**src/jisq_pkg.sv**
```systemverilog
// ----------------------------------------------------------------------------
// jisq_pkg: shared types and constants for the JTAG IR scan sequencer
// Scan descriptor, sequencer phases, TAP state codes and the TAP
// next-state function.
// ----------------------------------------------------------------------------
package jisq_pkg;

   // Bounds on the configured counts
   localparam int MAX_LEADING_BITS  = 16;
   localparam int MAX_IR_BITS       = 32;
   localparam int MAX_TRAILING_BITS = 10;

   // Field widths
   localparam int CODE_W     = 32;
   localparam int LEAD_W     = 5;
   localparam int IRLEN_W    = 6;
   localparam int TRAIL_W    = 4;
   localparam int CNT_W      = 5;
   localparam int TAP_W      = 4;
   localparam int CSR_ADDR_W = 4;
   localparam int CSR_DATA_W = 32;

   // Descriptor queue
   localparam int QUEUE_DEPTH = 2;
   localparam int QPTR_W      = 1;
   localparam int QCNT_W      = 2;

   // Saturation values at field width
   localparam logic [LEAD_W-1:0]  LEAD_MAX_VAL  = LEAD_W'(MAX_LEADING_BITS);
   localparam logic [IRLEN_W-1:0] IRLEN_MAX_VAL = IRLEN_W'(MAX_IR_BITS);
   localparam logic [TRAIL_W-1:0] TRAIL_MAX_VAL = TRAIL_W'(MAX_TRAILING_BITS);

   // Register reset values
   localparam logic [LEAD_W-1:0]  LEAD_RESET  = '0;
   localparam logic [IRLEN_W-1:0] IRLEN_RESET = IRLEN_W'(8);
   localparam logic [TRAIL_W-1:0] TRAIL_RESET = '0;

   // Register indexes (paddr[3:2])
   localparam logic [1:0] REG_LEADING  = 2'd0;
   localparam logic [1:0] REG_IRLEN    = 2'd1;
   localparam logic [1:0] REG_TRAILING = 2'd2;

   // Head of the scan: TMS 1,1,0,0
   localparam logic [CNT_W-1:0] HEAD_LAST = CNT_W'(3);

   // TAP state codes
   localparam logic [TAP_W-1:0] TAP_RESET      = 4'd0;
   localparam logic [TAP_W-1:0] TAP_IDLE       = 4'd1;
   localparam logic [TAP_W-1:0] TAP_SELECT_DR  = 4'd2;
   localparam logic [TAP_W-1:0] TAP_CAPTURE_DR = 4'd3;
   localparam logic [TAP_W-1:0] TAP_SHIFT_DR   = 4'd4;
   localparam logic [TAP_W-1:0] TAP_EXIT1_DR   = 4'd5;
   localparam logic [TAP_W-1:0] TAP_PAUSE_DR   = 4'd6;
   localparam logic [TAP_W-1:0] TAP_EXIT2_DR   = 4'd7;
   localparam logic [TAP_W-1:0] TAP_UPDATE_DR  = 4'd8;
   localparam logic [TAP_W-1:0] TAP_SELECT_IR  = 4'd9;
   localparam logic [TAP_W-1:0] TAP_CAPTURE_IR = 4'd10;
   localparam logic [TAP_W-1:0] TAP_SHIFT_IR   = 4'd11;
   localparam logic [TAP_W-1:0] TAP_EXIT1_IR   = 4'd12;
   localparam logic [TAP_W-1:0] TAP_PAUSE_IR   = 4'd13;
   localparam logic [TAP_W-1:0] TAP_EXIT2_IR   = 4'd14;
   localparam logic [TAP_W-1:0] TAP_UPDATE_IR  = 4'd15;

   // One scan, with counts already saturated
   typedef struct packed {
      logic [CODE_W-1:0]  code;
      logic [LEAD_W-1:0]  lead;
      logic [IRLEN_W-1:0] irlen;
      logic [TRAIL_W-1:0] trail;
   } scan_desc_type;

   // Sequencer phases
   typedef enum logic [2:0] {
      PH_IDLE,
      PH_HEAD,
      PH_LEAD,
      PH_IR,
      PH_TRAIL,
      PH_UPDATE,
      PH_RUN
   } phase_type;

   // IEEE 1149.1 TAP next state
   function automatic logic [TAP_W-1:0] tap_next(input logic [TAP_W-1:0] st,
                                                  input logic tms);
      case (st)
         TAP_RESET:      return tms ? TAP_RESET     : TAP_IDLE;
         TAP_IDLE:       return tms ? TAP_SELECT_DR : TAP_IDLE;
         TAP_SELECT_DR:  return tms ? TAP_SELECT_IR : TAP_CAPTURE_DR;
         TAP_CAPTURE_DR: return tms ? TAP_EXIT1_DR  : TAP_SHIFT_DR;
         TAP_SHIFT_DR:   return tms ? TAP_EXIT1_DR  : TAP_SHIFT_DR;
         TAP_EXIT1_DR:   return tms ? TAP_UPDATE_DR : TAP_PAUSE_DR;
         TAP_PAUSE_DR:   return tms ? TAP_EXIT2_DR  : TAP_PAUSE_DR;
         TAP_EXIT2_DR:   return tms ? TAP_UPDATE_DR : TAP_SHIFT_DR;
         TAP_UPDATE_DR:  return tms ? TAP_SELECT_DR : TAP_IDLE;
         TAP_SELECT_IR:  return tms ? TAP_RESET     : TAP_CAPTURE_IR;
         TAP_CAPTURE_IR: return tms ? TAP_EXIT1_IR  : TAP_SHIFT_IR;
         TAP_SHIFT_IR:   return tms ? TAP_EXIT1_IR  : TAP_SHIFT_IR;
         TAP_EXIT1_IR:   return tms ? TAP_UPDATE_IR : TAP_PAUSE_IR;
         TAP_PAUSE_IR:   return tms ? TAP_EXIT2_IR  : TAP_PAUSE_IR;
         TAP_EXIT2_IR:   return tms ? TAP_UPDATE_IR : TAP_SHIFT_IR;
         TAP_UPDATE_IR:  return tms ? TAP_SELECT_DR : TAP_IDLE;
         default:        return TAP_RESET;
      endcase
   endfunction

endpackage

```
**src/jisq_front.sv**
```systemverilog
// ----------------------------------------------------------------------------
// jisq_front: input stage of the IR scan sequencer
// Accepts instruction codes, saturates the configured counts and holds
// one scan descriptor until the queue takes it.
// ----------------------------------------------------------------------------
module jisq_front
   import jisq_pkg::*;
(
   input  logic                clock,
   input  logic                reset,
   input  logic                in_valid,
   output logic                in_ready,
   input  logic [CODE_W-1:0]   in_code,
   input  logic [LEAD_W-1:0]   cfg_lead,
   input  logic [IRLEN_W-1:0]  cfg_irlen,
   input  logic [TRAIL_W-1:0]  cfg_trail,
   output logic                desc_valid,
   input  logic                desc_ready,
   output scan_desc_type       desc
);

   logic          valid_ff, valid_in;
   scan_desc_type desc_ff, desc_in;
   logic          take;

   // Saturated counts; a zero length counts as one bit
   always_comb begin
      desc_in.code  = in_code;
      desc_in.lead  = (cfg_lead > LEAD_MAX_VAL) ? LEAD_MAX_VAL : cfg_lead;
      desc_in.trail = (cfg_trail > TRAIL_MAX_VAL) ? TRAIL_MAX_VAL : cfg_trail;
      if (cfg_irlen == '0)
         desc_in.irlen = IRLEN_W'(1);
      else if (cfg_irlen > IRLEN_MAX_VAL)
         desc_in.irlen = IRLEN_MAX_VAL;
      else
         desc_in.irlen = cfg_irlen;
   end

   assign in_ready = !valid_ff || desc_ready;
   assign take     = in_valid && in_ready;
   assign valid_in = take || (valid_ff && !desc_ready);

   always_ff @(posedge clock) begin
      if (reset) begin
         valid_ff <= 1'b0;
      end else begin
         valid_ff <= valid_in;
      end
   end

   always_ff @(posedge clock) begin
      if (take) begin
         desc_ff <= desc_in;
      end
   end

   assign desc_valid = valid_ff;
   assign desc       = desc_ff;

endmodule

```
**src/jisq_queue.sv**
```systemverilog
// ----------------------------------------------------------------------------
// jisq_queue: descriptor queue
// Short FIFO between the front stage and the sequencer.
// ----------------------------------------------------------------------------
module jisq_queue
   import jisq_pkg::*;
(
   input  logic          clock,
   input  logic          reset,
   input  logic          push_valid,
   output logic          push_ready,
   input  scan_desc_type push_data,
   output logic          pop_valid,
   input  logic          pop,
   output scan_desc_type pop_data
);

   scan_desc_type            entry_ff [QUEUE_DEPTH];
   logic [QPTR_W-1:0]        wr_ptr_ff, wr_ptr_in;
   logic [QPTR_W-1:0]        rd_ptr_ff, rd_ptr_in;
   logic [QCNT_W-1:0]        count_ff, count_in;
   logic                     do_push, do_pop;

   assign push_ready = (count_ff != QCNT_W'(QUEUE_DEPTH));
   assign pop_valid  = (count_ff != '0);
   assign do_push    = push_valid && push_ready;
   assign do_pop     = pop && pop_valid;

   // Pointer and fill bookkeeping
   always_comb begin
      wr_ptr_in = wr_ptr_ff;
      rd_ptr_in = rd_ptr_ff;
      count_in  = count_ff;
      if (do_push) wr_ptr_in = wr_ptr_ff + QPTR_W'(1);
      if (do_pop)  rd_ptr_in = rd_ptr_ff + QPTR_W'(1);
      if (do_push && !do_pop)
         count_in = count_ff + QCNT_W'(1);
      else if (do_pop && !do_push)
         count_in = count_ff - QCNT_W'(1);
   end

   always_ff @(posedge clock) begin
      if (reset) begin
         wr_ptr_ff <= '0;
         rd_ptr_ff <= '0;
         count_ff  <= '0;
      end else begin
         wr_ptr_ff <= wr_ptr_in;
         rd_ptr_ff <= rd_ptr_in;
         count_ff  <= count_in;
      end
   end

   always_ff @(posedge clock) begin
      if (do_push) begin
         entry_ff[wr_ptr_ff] <= push_data;
      end
   end

   assign pop_data = entry_ff[rd_ptr_ff];

endmodule

```
**src/jisq_back.sv**
```systemverilog
// ----------------------------------------------------------------------------
// jisq_back: scan sequencer
// Plays out the TMS/TDI pairs of one scan per descriptor, tracks the TAP
// state and drives the registered result channel.
// ----------------------------------------------------------------------------
module jisq_back
   import jisq_pkg::*;
(
   input  logic             clock,
   input  logic             reset,
   input  logic             desc_valid,
   output logic             desc_pop,
   input  scan_desc_type    desc,
   output logic             out_valid,
   input  logic             out_ready,
   output logic             out_tms,
   output logic             out_tdi,
   output logic [TAP_W-1:0] out_tap,
   output logic             out_last
);

   phase_type          phase_ff, phase_in;
   logic [CNT_W-1:0]   cnt_ff, cnt_in;
   scan_desc_type      desc_ff;
   logic [CODE_W-1:0]  shift_ff;
   logic [TAP_W-1:0]   tap_ff, tap_in;
   logic               rsp_valid_ff, rsp_valid_in;
   logic               rsp_tms_ff, rsp_tdi_ff, rsp_last_ff;
   logic [TAP_W-1:0]   rsp_tap_ff;
   logic               out_free, advance, load;
   logic               tms, tdi, last;
   logic [CNT_W-1:0]   lead_last, ir_last, trail_last;

   assign out_free = !rsp_valid_ff || out_ready;
   assign advance  = (phase_ff != PH_IDLE) && out_free;

   // Last count of each counted phase
   assign lead_last  = CNT_W'(desc_ff.lead - LEAD_W'(1));
   assign ir_last    = CNT_W'(desc_ff.irlen - IRLEN_W'(1));
   assign trail_last = CNT_W'(desc_ff.trail - TRAIL_W'(1));

   // Take the next descriptor when idle or on the final pair of a scan
   assign load     = desc_valid &&
                     ((phase_ff == PH_IDLE) || (phase_ff == PH_RUN && advance));
   assign desc_pop = load;

   // Next phase
   always_comb begin
      phase_in = phase_ff;
      cnt_in   = cnt_ff;
      case (phase_ff)
         PH_IDLE: begin
            phase_in = PH_IDLE;
         end
         PH_HEAD: begin
            if (advance) begin
               if (cnt_ff == HEAD_LAST) begin
                  cnt_in   = '0;
                  phase_in = (desc_ff.lead != '0) ? PH_LEAD : PH_IR;
               end else begin
                  cnt_in = cnt_ff + CNT_W'(1);
               end
            end
         end
         PH_LEAD: begin
            if (advance) begin
               if (cnt_ff == lead_last) begin
                  cnt_in   = '0;
                  phase_in = PH_IR;
               end else begin
                  cnt_in = cnt_ff + CNT_W'(1);
               end
            end
         end
         PH_IR: begin
            if (advance) begin
               if (cnt_ff == ir_last) begin
                  cnt_in   = '0;
                  phase_in = (desc_ff.trail != '0) ? PH_TRAIL : PH_UPDATE;
               end else begin
                  cnt_in = cnt_ff + CNT_W'(1);
               end
            end
         end
         PH_TRAIL: begin
            if (advance) begin
               if (cnt_ff == trail_last) begin
                  cnt_in   = '0;
                  phase_in = PH_UPDATE;
               end else begin
                  cnt_in = cnt_ff + CNT_W'(1);
               end
            end
         end
         PH_UPDATE: begin
            if (advance) phase_in = PH_RUN;
         end
         PH_RUN: begin
            if (advance) phase_in = PH_IDLE;
         end
         default: begin
            phase_in = PH_IDLE;
         end
      endcase
      if (load) begin
         phase_in = PH_HEAD;
         cnt_in   = '0;
      end
   end

   // Pair driven in the current phase
   always_comb begin
      tms  = 1'b0;
      tdi  = 1'b1;
      last = 1'b0;
      case (phase_ff)
         PH_IDLE: begin
            tms = 1'b0;
         end
         PH_HEAD: begin
            tms = (cnt_ff < CNT_W'(2));
            tdi = 1'b0;
         end
         PH_LEAD: begin
            tms = 1'b0;
         end
         PH_IR: begin
            tdi = shift_ff[0];
            tms = (cnt_ff == ir_last) && (desc_ff.trail == '0);
         end
         PH_TRAIL: begin
            tms = (cnt_ff == trail_last);
         end
         PH_UPDATE: begin
            tms = 1'b1;
         end
         PH_RUN: begin
            last = 1'b1;
         end
         default: begin
            tms = 1'b0;
         end
      endcase
   end

   assign tap_in       = advance ? tap_next(tap_ff, tms) : tap_ff;
   assign rsp_valid_in = advance || (rsp_valid_ff && !out_ready);

   always_ff @(posedge clock) begin
      if (reset) begin
         phase_ff     <= PH_IDLE;
         cnt_ff       <= '0;
         tap_ff       <= TAP_RESET;
         rsp_valid_ff <= 1'b0;
      end else begin
         phase_ff     <= phase_in;
         cnt_ff       <= cnt_in;
         tap_ff       <= tap_in;
         rsp_valid_ff <= rsp_valid_in;
      end
   end

   // Descriptor and instruction shifter
   always_ff @(posedge clock) begin
      if (load) begin
         desc_ff  <= desc;
         shift_ff <= desc.code;
      end else if (advance && phase_ff == PH_IR) begin
         shift_ff <= shift_ff >> 1;
      end
   end

   // Result register
   always_ff @(posedge clock) begin
      if (advance) begin
         rsp_tms_ff  <= tms;
         rsp_tdi_ff  <= tdi;
         rsp_tap_ff  <= tap_next(tap_ff, tms);
         rsp_last_ff <= last;
      end
   end

   assign out_valid = rsp_valid_ff;
   assign out_tms   = rsp_tms_ff;
   assign out_tdi   = rsp_tdi_ff;
   assign out_tap   = rsp_tap_ff;
   assign out_last  = rsp_last_ff;

   // A descriptor is only taken from a non-empty queue
   a_pop_valid: assert property (@(posedge clock) disable iff (reset)
      desc_pop |-> desc_valid)
      else $error("descriptor popped from empty queue");

   // Leading phase is only entered with a nonzero count
   a_lead_nonzero: assert property (@(posedge clock) disable iff (reset)
      (phase_ff == PH_LEAD) |-> (desc_ff.lead != '0) && (cnt_ff < lead_last + CNT_W'(1)))
      else $error("leading phase count out of range");

   // Instruction bit count stays below the length
   a_ir_range: assert property (@(posedge clock) disable iff (reset)
      (phase_ff == PH_IR) |-> ({1'b0, cnt_ff} < desc_ff.irlen))
      else $error("instruction bit count out of range");

   // Trailing phase is only entered with a nonzero count
   a_trail_nonzero: assert property (@(posedge clock) disable iff (reset)
      (phase_ff == PH_TRAIL) |-> (desc_ff.trail != '0))
      else $error("trailing phase with zero count");

   // Update-IR pair is always followed by the final run pair
   a_update_then_run: assert property (@(posedge clock) disable iff (reset)
      (phase_ff == PH_UPDATE && advance) |=> (phase_ff == PH_RUN))
      else $error("update not followed by run pair");

endmodule

```
**src/jtag_ir_scan_sequencer_unit.sv**
```systemverilog
// ----------------------------------------------------------------------------
// jtag_ir_scan_sequencer_unit: JTAG instruction-register scan sequencer
// Turns each instruction code into the TMS/TDI pairs of an IR scan.
// ----------------------------------------------------------------------------
// Each accepted code yields 4 + lead + irlen + trail + 2 result items, one
// per clock while the result side keeps up (7 to 64 with the register
// bounds); the sequencer emitting one pair a clock sets that figure. A
// waiting descriptor is taken on a scan's final pair, leaving no idle pair.
// The input stage and a two-entry descriptor queue take up to three further
// codes while a scan plays out. Counts are saturated at acceptance (lead
// 16, trail 10, length 1..32); registers are to be written only while the
// block is idle; the block does not enforce it. tap_state follows the IEEE
// 1149.1 table from the previous scan's state, starting at test-logic-reset.
// ----------------------------------------------------------------------------
module jtag_ir_scan_sequencer_unit
   import jisq_pkg::*;
(
   input  logic                   clock,
   input  logic                   reset,
   // Instruction items
   input  logic                   req_tvalid,
   output logic                   req_tready,
   input  logic [31:0]            req_tdata,   // [31:0] instruction_code
   // Scan pairs
   output logic                   rsp_tvalid,
   input  logic                   rsp_tready,
   output logic [7:0]             rsp_tdata,   // [0] mode_select, [1] data_out,
                                               // [5:2] tap_state, [7:6] zero
   output logic                   rsp_tlast,   // last
   // Register port
   input  logic                   csr_psel,
   input  logic                   csr_penable,
   input  logic                   csr_pwrite,
   input  logic [CSR_ADDR_W-1:0]  csr_paddr,
   input  logic [CSR_DATA_W-1:0]  csr_pwdata,
   output logic [CSR_DATA_W-1:0]  csr_prdata,
   output logic                   csr_pready
);

   logic [LEAD_W-1:0]  lead_ff;
   logic [IRLEN_W-1:0] irlen_ff;
   logic [TRAIL_W-1:0] trail_ff;
   logic               csr_write;
   logic [1:0]         reg_index;

   logic               fr_valid, fr_ready;
   scan_desc_type      fr_desc;
   logic               q_valid, q_pop;
   scan_desc_type      q_desc;
   logic               o_tms, o_tdi;
   logic [TAP_W-1:0]   o_tap;

   // Configuration registers
   assign csr_pready = 1'b1;
   assign csr_write  = csr_psel && csr_penable && csr_pwrite && csr_pready;
   assign reg_index  = csr_paddr[3:2];

   always_ff @(posedge clock) begin
      if (reset) begin
         lead_ff  <= LEAD_RESET;
         irlen_ff <= IRLEN_RESET;
         trail_ff <= TRAIL_RESET;
      end else if (csr_write) begin
         case (reg_index)
            REG_LEADING:  lead_ff  <= csr_pwdata[LEAD_W-1:0];
            REG_IRLEN:    irlen_ff <= csr_pwdata[IRLEN_W-1:0];
            REG_TRAILING: trail_ff <= csr_pwdata[TRAIL_W-1:0];
            default:      ;
         endcase
      end
   end

   // Read back
   always_comb begin
      case (reg_index)
         REG_LEADING:  csr_prdata = CSR_DATA_W'(lead_ff);
         REG_IRLEN:    csr_prdata = CSR_DATA_W'(irlen_ff);
         REG_TRAILING: csr_prdata = CSR_DATA_W'(trail_ff);
         default:      csr_prdata = '0;
      endcase
   end

   jisq_front u_front (
      .clock      (clock),
      .reset      (reset),
      .in_valid   (req_tvalid),
      .in_ready   (req_tready),
      .in_code    (req_tdata),
      .cfg_lead   (lead_ff),
      .cfg_irlen  (irlen_ff),
      .cfg_trail  (trail_ff),
      .desc_valid (fr_valid),
      .desc_ready (fr_ready),
      .desc       (fr_desc)
   );

   jisq_queue u_queue (
      .clock      (clock),
      .reset      (reset),
      .push_valid (fr_valid),
      .push_ready (fr_ready),
      .push_data  (fr_desc),
      .pop_valid  (q_valid),
      .pop        (q_pop),
      .pop_data   (q_desc)
   );

   jisq_back u_back (
      .clock      (clock),
      .reset      (reset),
      .desc_valid (q_valid),
      .desc_pop   (q_pop),
      .desc       (q_desc),
      .out_valid  (rsp_tvalid),
      .out_ready  (rsp_tready),
      .out_tms    (o_tms),
      .out_tdi    (o_tdi),
      .out_tap    (o_tap),
      .out_last   (rsp_tlast)
   );

   assign rsp_tdata = {2'b00, o_tap, o_tdi, o_tms};

endmodule
```
**config.mk**
```make
export PLATFORM = sky130hd
export DESIGN_NAME = jtag_ir_scan_sequencer_unit
export DESIGN_NICKNAME = d
export VERILOG_FILES = /design/src/jisq_pkg.sv /design/src/jisq_front.sv /design/src/jisq_queue.sv /design/src/jisq_back.sv /design/src/jtag_ir_scan_sequencer_unit.sv
export SDC_FILE = /design/constraint.sdc
export NUM_CORES = 1
export LEC_CHECK = 0
export BUFFER_PORTS_ARGS = -buffer_cell sky130_fd_sc_hd__clkbuf_2
export CAP_MARGIN = 20
export CORE_UTILIZATION = 50
export DETAILED_ROUTE_END_ITERATION = 8
export GPL_ROUTABILITY_DRIVEN = 1
export PLACE_DENSITY = 0.7
export SLEW_MARGIN = 15
export SYNTH_ARGS = -nofsm -noshare
export SYNTH_HDL_FRONTEND = slang
export SYNTH_SLANG_ARGS = --single-unit
```
**constraint.sdc**
```tcl
create_clock -name clock -period 8.8 [get_ports clock]
set_clock_uncertainty 0.15 [all_clocks]
set_input_delay 1.32 -clock clock [delete_from_list [all_inputs] [get_ports clock]]
set_output_delay 1.32 -clock clock [all_outputs]
set_load 0.02 [all_outputs]
```
==> Word-level counts from Yosys, hierarchy flattened <==
Memories as Yosys holds them, arrays and structs flattened. A register that Yosys moved wholly into a read port is not among the register bits.
Index checks and enable logic that the tools add are counted.
{ "totals": {"ff_bits": 133, "ramBits": 94, "out_inout_bits": 44, "mem_count": 1} }
{ "classes": {"addsub": 8, "magnitude_cmp": 4, "n_eq_ne": 48, "n_mux": 49, "reduce_logical": 48} }
{ "mem_list": {"columns": ["memory", "words", "word_bits", "rd", "rd_ports_with_merged_regs", "write_ports", "line_no", "source"], "rows": [
  ["u_queue.entry_ff", 2, 47, 1, 1, 1, "jisq_queue.sv:18", "scan_desc_type entry_ff [QUEUE_DEPTH];"]
]} }
{ "op_table": {"columns": ["operator", "count"], "rows": [
  ["$mux 32", 2],
  ["$pmux 4 s12", 1],
  ["$mux 5", 8],
  ["$mux 3", 12],
  ["$eq 4x4->1 const B", 8],
  ["$ne 3x2->1 const B", 10],
  ["$ne 2x1->1 const B", 10],
  ["$pmux 5 s4", 1],
  ["$reduce_and 10->1", 2],
  ["$pmux 3 s6", 1],
  ["$pmux 6 s3", 1],
  ["$eq 4x3->1 const B", 4],
  ["$mux 4", 4],
  ["$eq 5x5->1", 3],
  ["$logic_and 1x1->1", 14],
  ["$mux 1", 11],
  ["$mux 2", 5],
  ["$sub 5x1->5 const B", 2],
  ["$eq 3x3->1 const B", 3],
  ["$eq 4x2->1 const B", 2],
  ["$logic_not 4->1", 2],
  ["$reduce_bool 4->1", 2],
  ["$reduce_or 2->1", 4],
  ["$eq 3x2->1 const B", 2],
  ["29 further kinds", 43]
]} }

==> Logic depth before layout (Yosys ltp) <==
Gate-level depths: netlist of run 1.
{ "depth": {"ltp_word": 10, "ltp_mapped": 10} }

==> By module <==
A second synthesis of run 1 with hierarchy kept.
{ "hier_totals": {"cells_unflattened": 667, "area_unflattened_um2": 9708.1} }
{ "by_module_without_submodules": {"columns": ["mod", "n_inst", "cells_each", "area_each_um2", "seq_area_each_um2"], "rows": [
  ["jisq_queue", 1, 170, 3618.5, 2922.8],
  ["jisq_back", 1, 314, 3528.4, 1851.8],
  ["jisq_front", 1, 70, 1555.2, 1431.4],
  ["jtag_ir_scan_sequencer_unit", 1, 113, 1006.0, 300.3]
]} }

==> Least setup slack after synthesis of run 1 <==
Ideal clock, no wire load.
{ "synth_timing": {"path_kind": "input to output", "from": "input csr_paddr[2]", "to": "output csr_prdata[0]", "arrival_time_ps": 2248, "t_required_ps": 7330, "slack_ps": 5082, "stages": 3, "cell_sequence": "clkbuf_1 > mux2i_1 > o21ai_0"} }
{ "synth_via": {"elab_chain_len": 2, "word_cells_on_any_way": 4, "cone_classes": "2 x eq/ne; 1 x mux; 1 x reduce/logical"} }
{ "synth_rtl": {"columns": ["item", "line_no", "source"], "rows": [
  ["from (decl)", "jtag_ir_scan_sequencer_unit.sv:34", "input logic [CSR_ADDR_W-1:0] csr_paddr,"],
  ["$eq 2x2->1, or another cell as far along", "jtag_ir_scan_sequencer_unit.sv:75", "case (reg_index)"],
  ["$pmux 6 s3 (*)", "jtag_ir_scan_sequencer_unit.sv:75", null],
  ["to (decl)", "jtag_ir_scan_sequencer_unit.sv:36", "output logic [CSR_DATA_W-1:0] csr_prdata,"]
]} }
Mark *: on every way between the ends. The rest lies on a longest branch, timed or not.

==> Worst setup path in the final report of run 1 <==
{ "layout_timing": {"from": "input rsp_tready", "to": "register u_queue.count_ff[1]"} }
{ "layout_via": {"elab_chain_len": 9, "word_cells_on_any_way": 11, "cone_classes": "1 x mux; 10 x reduce/logical"} }
{ "layout_rtl": {"columns": ["item", "line_no", "source"], "rows": [
  ["from (decl)", "jtag_ir_scan_sequencer_unit.sv:26", "input logic rsp_tready,"],
  ["$logic_or 1x1->1 (*)", "jisq_back.sv:34", "assign out_free = !rsp_valid_ff || out_ready;"],
  ["$logic_and 1x1->1 (*)", "jisq_back.sv:35", "assign advance = (phase_ff != PH_IDLE) && out_free;"],
  ["$logic_and 1x1->1 (*)", "jisq_back.sv:44", "((phase_ff == PH_IDLE) || (phase_ff == PH_RUN && advance));"],
  ["$logic_or 1x1->1 (*)", "jisq_back.sv:44", null],
  ["$logic_and 1x1->1 (*)", "jisq_back.sv:43", "assign load = desc_valid &&"],
  ["$logic_and 1x1->1 (*)", "jisq_queue.sv:27", "assign do_pop = pop && pop_valid;"],
  ["$logic_not 1->1", "jisq_queue.sv:36", "if (do_push && !do_pop)"],
  ["$logic_and 1x1->1", "jisq_queue.sv:36", null],
  ["$mux 2 / $reduce_bool 2->1 (equally long branches)", null, null],
  ["to (signal assigned)", "jisq_queue.sv:50", "count_ff <= count_in;"],
  ["to (decl)", "jisq_queue.sv:21", "logic [QCNT_W-1:0] count_ff, count_in;"]
]} }
Marked as above.
A chain may end at the register's enable or synchronous reset.

==> results of run 1 <==
-- flip-flops by register name, summed over array words and instances (netlist names), 2 cells and up, named ones only --
signal and flops:
u_queue.entry_ff 92, trail_ff 4, u_back.tap_ff 4, u_back.cnt_ff 5
u_front.desc 46, u_back.out_tap 4, lead_ff 5, irlen_ff 6
u_back.desc_ff 14, u_queue.count_ff 2, u_back.phase_ff 3, u_back.shift_ff 32
-- through the flow --
stage | cell area [sq um] | setup WS (ns) | util (%)
finish | 10300 | 4.91 | 57.1
global route | 10300 | 4.78 | 57.1
detailed placement | 9620 | 4.42 | 53.2
CTS | 10300 | 4.94 | 57.1
floorplan | 9370 | 5.08 | -
global placement | 9620 | 4.54 | 53.2
-- cell usage after synthesis (all sizes together), types with 6 or more instances --
cell	instances	area share, %
edfxtp	191	62
mux2i	52	5.6
nor3	11	0.59
and3	6	0.41
o21ai	18	0.97
nor2b	12	0.81
nand2b	8	0.54
nor2	76	3.1
a21oi	38	2.1
mux2	15	1.8
nand3	10	0.54
inv	13	0.53
buf	42	3.2
ha	6	0.81
clkbuf	24	0.97
xnor2	12	1.1
dfxtp	34	7.3
nand2	20	0.81
xor2	10	0.95
-- logic make-up (layout without fill, tap and decap cells) --
| kind of cell | count (synthesis) | count (layout) | share of synthesized area, % |
|---|---|---|---|
| flops | 225 | 225 | 69.2 |
| simple gates | 170 | 170 | 8.94 |
| compound gates | 94 | 94 | 6.68 |
| buf+inv | 80 | 118 | 4.74 |
| mux | 67 | 67 | 7.44 |
| xor+xnor | 22 | 22 | 2.08 |
| fa+ha+maj | 6 | 6 | 0.810 |
| other cells | 2 | 29 | 0.0810 |
-- cell type report --
cell class | instances | area share (%)
Multi-Input combinational cell | 388 | 24.5
Timing Repair Buffer | 65 | 3.25
Clock inverter | 12 | 1.16
Tap cell | 229 | 2.77
Clock buffer | 27 | 5.72
Sequential cell | 225 | 62.1
Inverter | 14 | 0.509
-- worst paths after layout --
check                     startpoint                 endpoint  depth (start not counted)
setup / recovery          rsp_tready      u_queue.count_ff[1]                          9
hold reg to reg     u_front.desc[40]  u_queue.entry_ff[0][40]                          0
setup reg to reg  u_back.phase_ff[1]      u_queue.count_ff[1]                          7
hold / removal      u_front.desc[40]  u_queue.entry_ff[0][40]                          0
-- power breakdown --
group | switching, W | internal [W] | leakage, nW
logic | 0.000416 | 0.000250 | 1.36
clock network | 0.000371 | 0.000538 | 0.344
registers | 0.000114 | 0.00144 | 2.07
-- routing by layer --
metal,share of wire [%],vias to the layer above
li1,-,2492
met1,42,2448
met2,51,141
met3,5.0,27
met4,2.0,0
met5,0,-
==> results.md, run 1 <==
- Layout area overhead: 11.5%
- Initial DRC Count: approximately 310
- Remaining DRCs: 22
- Tcrit/Tclk final: 44.2%
- Num rows: slightly below 50
- Post-cts gate resize count: 0
- Fmax: 0.257 GHz
- Seq. cell area: approximately 6400 sq um
- Slowest cell on the critical path: o221a_2
- Area taken by multi-input logic gates: 2530 sq um
- Commonest non-fill, non-tap cell in the layout: edfxtp_1
- Cell breakdown of the critical path: clkbuf_2 > nand2b_1 > and3_1 > o221a_2 > buf_4 > inv_1 > ha_1 > or3_1 > a21oi_1
- P per Cell Area: 303 nW/um^2
- Required @ worst endpoint: around 9.1 ns
- Final ANT Viol Nets: 0
- Die Ht: between 100 and 150 microns
- # fillers: around 1400
- Leak pwr: ~3.8 nW
- Drt pass-1 iters: 9
- Die X: approximately 140 microns
- Die area: between 15000 and 20000 sq um
- Async S/R FF share, synth: 0%
- M1 GR Usage: 17.8%
- Final HPWL DP: about 9000 microns
- Pin count of the biggest net entering global routing: 50
- Nature of the critical path endpoint: flop
- First-pass GRT wire length: approximately 24000 microns
- Placed instance count: a little over 900
- Hold Fails Final Rpt: 0
- Synth unique cells: 60
- Crit-path max cell delay: about 0.62 ns
- Final Wtd Congestion: about 0.81
- CTS root buffer: clkbuf_16
- Global Route Usage Sum: 15.3%
- Pwr Total: around 0.0031 W
- Slew margin rel.: around 51%
- Delay-heaviest family, CP: buffers and inverters
- Worst-Margin Slew: about 0.74 ns
- Vias in the first global route: 4999
- Clock Tree Buf Depth: 3
- Setup slack, reg-to-reg: between 5 and 6 ns
- Crit path arrival time: approximately 4.2 ns
- Clock buffer count from CTS: 23
- # nets final: 798
- Fin Hold WS: just under 0.3 ns
- Critical Path Start Type: primary input
- Setup bufs post-CTS: 0
- TNS Setup: 0 ns
- Ys flop type: edfxtp_1
- Worst hold path type: flop to flop
- Worst vdd ir: around 0.00017 V
- Initial antenna violation count: 0
- DR WL/cell: 15.0 microns
- Routed vias: 5108
- Most frequent cells in the layout: 191 x edfxtp_1, 75 x nor2_1, 61 x clkbuf_2, 52 x mux2i_1, 38 x a21oi_1
- Synth Instances: approximately 670
- Final WL: approximately 14000 microns
- Finished Layout Cells: 960
- Failing checks: design-rule violations
- Max_cap viols: 0
- Clk_lat worst skew: slightly above 0.5 ns
- Clock transition at the registers of the reported paths: ~0.060 ns
- Buffers and inverters on the worst path: 3
- Critical path type: primary input to flop
- Initial Util: between 50% and 60%
- Cell area after synthesis: ~9300 sq um
- Top-level I/O count: ~120
- Total gr overflow: 0
- Grt peak-use layer: met2
- Critical-path maximum fanout: 49
- Outcome: complete, but fails checks
- Max-slew violation count: 0
- PortBufs: 61
- Setup repair after global routing missed its margin: no
- Syn. warnings: 0
- EDFF count, synth: approximately 190
- Tmin final: just under 4 ns
- Share of cells above drive strength 1: 16.7%
- CTS tree: yes
- H-tree Lvls: 1
- Setup violators final: 0
- CTS Sinks: 225
- GR Util met3: between 2 and 3%
- Hold buffer count at CTS: 0
- Core ar.: between 15000 and 20000 sq um
- #FFs+latches synth: between 200 and 250
- Average cell area after synthesis: around 14 sq um
- ANT cells: 0
- Met2 Use GR: roughly 28%
- Post-DR vias/cell: between 5 and 6
- Share of the yosys chip area belonging to registers: ~69%
Power figures use the tool's default switching activity.
==> inputs of run 2 (changes only) <==
==> constraint.sdc (replaced) <==
create_clock -name clock -period 3.6 [get_ports clock]
set_clock_uncertainty 0.15 [all_clocks]
set_input_delay 0.54 -clock clock [delete_from_list [all_inputs] [get_ports clock]]
set_output_delay 0.54 -clock clock [all_outputs]
set_load 0.02 [all_outputs]
==> run 2 against run 1 <==
Net effect: the run still ends with design-rule violations left; power grew 140%; global-route usage grew 0.22 points; design area grew 0.23%; utilization grew 0.13 points; register-to-register slack lost 5.0 ns; critical path type is now flop to flop; highest routed layer unchanged.
==> results.md, run 2 (same netlist as run 1, synthesis figures left out) <==
- Vias in the first global route: around 5000
- H-tree Lvls: 1
- Nature of the critical path endpoint: flop
- Max reg flops: between 90 and 100
- Tcrit/Tclk final: between 80 and 90%
- Critical Path Start Type: flop
- Final instance area: 10400 sq um
- Reg2reg start: u_back.desc_ff[4]
- Setup bufs post-CTS: 0
- TNS Setup: 0 ns
- Die Ht: roughly 140 microns
- Die area: between 15000 and 20000 sq um
- Final HPWL DP: approximately 9300 microns
- Die X: approximately 140 microns
- Crit path arrival time: ~3.3 ns
- Top reg by flops: u_queue.entry_ff
- First-pass GRT wire length: between 20000 and 25000 microns
- Share of cells above drive strength 1: about 18%
- Final setup margin: between 0.4 and 0.5 ns
- Worst vdd ir: approximately 0.00044 V
- Critical path startpoint: u_back.desc_ff[4]
- Hold wc startpoint: req_tdata[12]
- Fin Hold WS: between 0.06 and 0.07 ns
- Critical path type: flop to flop
- Initial DRC Count: between 300 and 400
- Failing checks: design-rule violations
- Required @ worst endpoint: 3.70 ns
- Placed Area: roughly 9600 sq um
- Worst-Margin Slew: approximately 0.77 ns
- Top-level I/O count: 119
- Layout area overhead: 11.7%
- Final ANT Viol Nets: 0
- Slew margin rel.: 48.4%
- CTS tree: yes
- Hold Fails Final Rpt: 0
- Most frequent cells in the layout: 191 x edfxtp_1, 75 x nor2_1, 61 x clkbuf_2, 52 x mux2i_1, 38 x a21oi_1
- Max-slew violation count: 0
- Post-DR vias/cell: 5.36
- Critical-path maximum fanout: 15
- Final Wtd Congestion: just over 0.8
- Pre-CTS setup slack: roughly 0.47 ns
- CTS root buffer: clkbuf_16
- Clk_lat worst skew: about 0.50 ns
- Commonest non-fill, non-tap cell in the layout: edfxtp_1
- Leak pwr: ~3.8 nW
- Global Route Usage Sum: between 10% and 20%
- Clock transition at the registers of the reported paths: ~0.060 ns
- # nets final: 800
- Drt pass-1 iters: 9
- Max_cap viols: 0
- Remaining DRCs: 22
- Outcome: complete, but fails checks
- Pwr Total: 0.00764 W
- Worst hold path type: primary input to flop
- Setup violators final: 0
- Hold buffer count at CTS: 0
- Total gr overflow: 0
- ANT cells: 0
- Fmax: roughly 0.32 GHz
- Num rows: a little under 50
- Core ar.: between 15000 and 20000 sq um
- Clock Tree Buf Depth: 3
- Routed vias: slightly above 5000
- CTS Sinks: around 230
- Final WL: approximately 15000 microns
- P per Cell Area: 738 nW/um^2
- Setup repair after global routing missed its margin: no
- Post-cts gate resize count: 0
- DR WL/cell: around 15 microns
- Tmin final: between 3 and 4 ns
- Pin count of the biggest net entering global routing: between 70 and 80
- Initial Util: approximately half
- Clock buffer count from CTS: 23
- Initial antenna violation count: 0
- PortBufs: 61
-- run 2: path summary, 6_finish.rpt --
check,to,slack (ns),depth (start not counted)
max,u_back.out_tap[1],0.43,9
min reg2reg,u_queue.entry_ff[1][44],0.29,0
max reg2reg,u_back.out_tap[1],0.43,9
min,u_front.desc[27],0.06,1
-- run 2: layout make-up --
type                            count  area, sq um
Clock buffer                       31          616
Clock inverter                     11         95.1
Fill cell                        1412         7730
Inverter                           14         52.6
Multi-Input combinational cell    388         2520
Sequential cell                   225         6420
Tap cell                          229          287
Timing Repair Buffer               67          363
-- run 2: per-stage QoR --
stage	util [%]	instances
6_report	57.3	965
5_1_grt	57.3	965
4_1_cts	57.1	964
3_5_place_dp	53.2	922
3_3_place_gp	53.2	922
2_1_floorplan	-	693
-- run 2: where the power goes --
part           internal [W]  switching (W)  leakage, nW
combinational      0.000615        0.00101         1.37
clock               0.00128       0.000924        0.343
sequential          0.00352       0.000294         2.07
-- run 2: per-layer routing --
metal  GRT usage (%)  vias up  wire [microns]
li1                -     2498               -
met1            18.7     2490            6170
met2            27.8      162            7660
met3            2.67       23             779
met4            5.91        0             222
met5               0        -               0
-- run 2: critical path, cell delays in order (launching register included) --
cell and delay, ns:
edfxtp_1 0.42, inv_1 0.10, ha_1 0.22, nand4bb_1 0.14
a211oi_2 0.28, o311ai_1 0.23, o311ai_4 0.72, xnor2_1 0.22
o32ai_2 0.10, a211o_1 0.33
==> inputs of run 3 (changes only) <==
--- a/config.mk
+++ b/config.mk
@@ -10,7 +10,7 @@
 export CORE_UTILIZATION = 50
 export DETAILED_ROUTE_END_ITERATION = 8
 export GPL_ROUTABILITY_DRIVEN = 1
-export PLACE_DENSITY = 0.7
+export PLACE_DENSITY_LB_ADDON = 0.2
 export SLEW_MARGIN = 15
 export SYNTH_ARGS = -nofsm -noshare
 export SYNTH_HDL_FRONTEND = slang
==> run 3 against run 2 <==
Net effect: design area grew 1.5%; register-to-register slack better by 0.098 ns; first-iteration DRC count fell by 22%; worst setup slack gained 0.098 ns; die area did not move; sequential power is essentially flat; critical endpoint unchanged; the flow still finishes with violations (design-rule violations); power up 4.1%.
==> results.md, run 3 (same netlist as run 1, synthesis figures left out) <==
- Buffers and inverters on the worst path: 1
- Critical Path Start Type: flop
- # nets final: roughly 800
- Cell breakdown of the critical path: inv_1 > ha_1 > nand4bb_1 > a211oi_2 > o311ai_1 > o311ai_4 > xnor2_1 > o32ai_2 > a211o_1
- Worst-Margin Slew: 0.903 ns
- Slowest cell on the critical path: o311ai_4
- Required @ worst endpoint: between 3 and 4 ns
- Hold buffer count at CTS: 0
- Die Ht: 138 microns
- Slew margin rel.: 39.8%
- Drt pass-1 iters: 6
- # fillers: around 1400
- Clock Tree Buf Depth: 3
- Layout area overhead: 13.4%
- Hold Fails Final Rpt: 0
- Core ar.: approximately 18000 sq um
- CTS root buffer: clkbuf_16
- Num rows: 49
- Leak pwr: about 3.9 nW
- Final WL: between 10000 and 15000 microns
- Max reg flops: between 90 and 100
- Crit path arrival time: about 3.2 ns
- Top-level I/O count: 119
- Nature of the critical path endpoint: flop
- CTS Sinks: 225
- Share of cells above drive strength 1: 18.2%
- Final HPWL DP: approximately 9000 microns
- Die X: ~140 microns
- First-pass GRT wire length: approximately 24000 microns
- P per Cell Area: 757 nW/um^2
- ANT cells: 0
- Critical path type: flop to flop
- Routed vias: around 5100
- Fmax: around 0.33 GHz
- Crit-path max cell delay: 0.72 ns
- Worst hold path type: primary input to flop
- Final Wtd Congestion: 0.818
- Clock transition at the registers of the reported paths: roughly 0.06 ns
- Initial antenna violation count: 0
- Placed instance count: 924
- Die area: between 15000 and 20000 sq um
- Tmin final: 3.07 ns
- PortBufs: 61
- Final ANT Viol Nets: 0
- Remaining DRCs: 17
- Failing checks: design-rule violations
- Outcome: complete, but fails checks
- H-tree Lvls: 1
- Setup violators final: 0
- Tcrit/Tclk final: approximately 85%
- Setup repair after global routing missed its margin: no
- Finished Layout Cells: ~970
- Clk_lat worst skew: approximately 0.50 ns
- DR WL/cell: between 10 and 15 microns
- Initial DRC Count: 271
- Commonest non-fill, non-tap cell in the layout: edfxtp_1
- Delay-heaviest family, CP: compound AO/OA/AOI/OAI gates
- Setup bufs post-CTS: 0
- Post-DR vias/cell: about 5.2
- Worst vdd ir: between 0.0004 and 0.0005 V
- Most frequent cells in the layout: 191 x edfxtp_1, 75 x nor2_1, 61 x clkbuf_2, 52 x mux2i_1, 38 x a21oi_1
- Max_cap viols: 0
- TNS Setup: 0 ns
- Post-cts gate resize count: 0
- CTS tree: yes
- Clock buffer count from CTS: 24
- Initial Util: between 50% and 60%
- Fin Hold WS: ~0.063 ns
- Top reg by flops: u_queue.entry_ff
- Total gr overflow: 0
- Pin count of the biggest net entering global routing: 47
- Global Route Usage Sum: 15.2%
- Pwr Total: between 0.007 and 0.008 W
- Max-slew violation count: 0
- Critical-path maximum fanout: 15
- Vias in the first global route: 5057
[run 3: cell type report]
| cell class | count | area [sq um] | area share (%) |
|---|---|---|---|
| Clock buffer | 32 | 702 | 6.68 |
| Sequential cell | 225 | 6420 | 61.1 |
| Multi-Input combinational cell | 388 | 2520 | 24.0 |
| Tap cell | 229 | 287 | 2.73 |
| Timing Repair Buffer | 69 | 385 | 3.67 |
| Clock inverter | 12 | 143 | 1.36 |
| Inverter | 14 | 52.6 | 0.500 |
[run 3: metal layers]
| metal | vias up | track usage [%] | wire, microns |
|---|---|---|---|
| met5 | - | 0 | 0 |
| met4 | 0 | 5.32 | 230 |
| met3 | 24 | 2.84 | 709 |
| met2 | 135 | 27.4 | 7290 |
| met1 | 2427 | 18.2 | 6120 |
| li1 | 2496 | - | - |
[run 3: through the flow]
step	setup WS (ns)	instance area, sq um	util [%]
global placement	0.656	9640	53.3
detailed placement	0.535	9640	53.3
global route	0.380	10500	58.1
finish	0.528	10500	58.1
CTS	0.533	10500	58.0
floorplan	0.467	9370	-
[run 3: power breakdown]
part | switching, W | internal, W | leakage (nW)
sequential | 0.000277 | 0.00351 | 2.07
combinational | 0.00101 | 0.000621 | 1.39
clock | 0.000949 | 0.00159 | 0.413
[run 3: final timing paths]
check             depth (start not counted)               from  slack [ns]                      to
setup / recovery                          9  u_back.desc_ff[4]        0.53       u_back.out_tap[1]
hold / removal                            1      req_tdata[17]        0.06        u_front.desc[32]
setup reg to reg                          9  u_back.desc_ff[4]        0.53       u_back.out_tap[1]
hold reg to reg                           0    u_front.desc[1]        0.29  u_queue.entry_ff[1][1]
[run 3: worst register-to-register path, stage by stage (launching register included)]
cell       delay, ns
edfxtp_1        0.42
inv_1           0.09
ha_1            0.22
nand4bb_1       0.15
a211oi_2        0.24
o311ai_1        0.21
o311ai_4        0.72
xnor2_1         0.21
o32ai_2         0.10
a211o_1         0.31
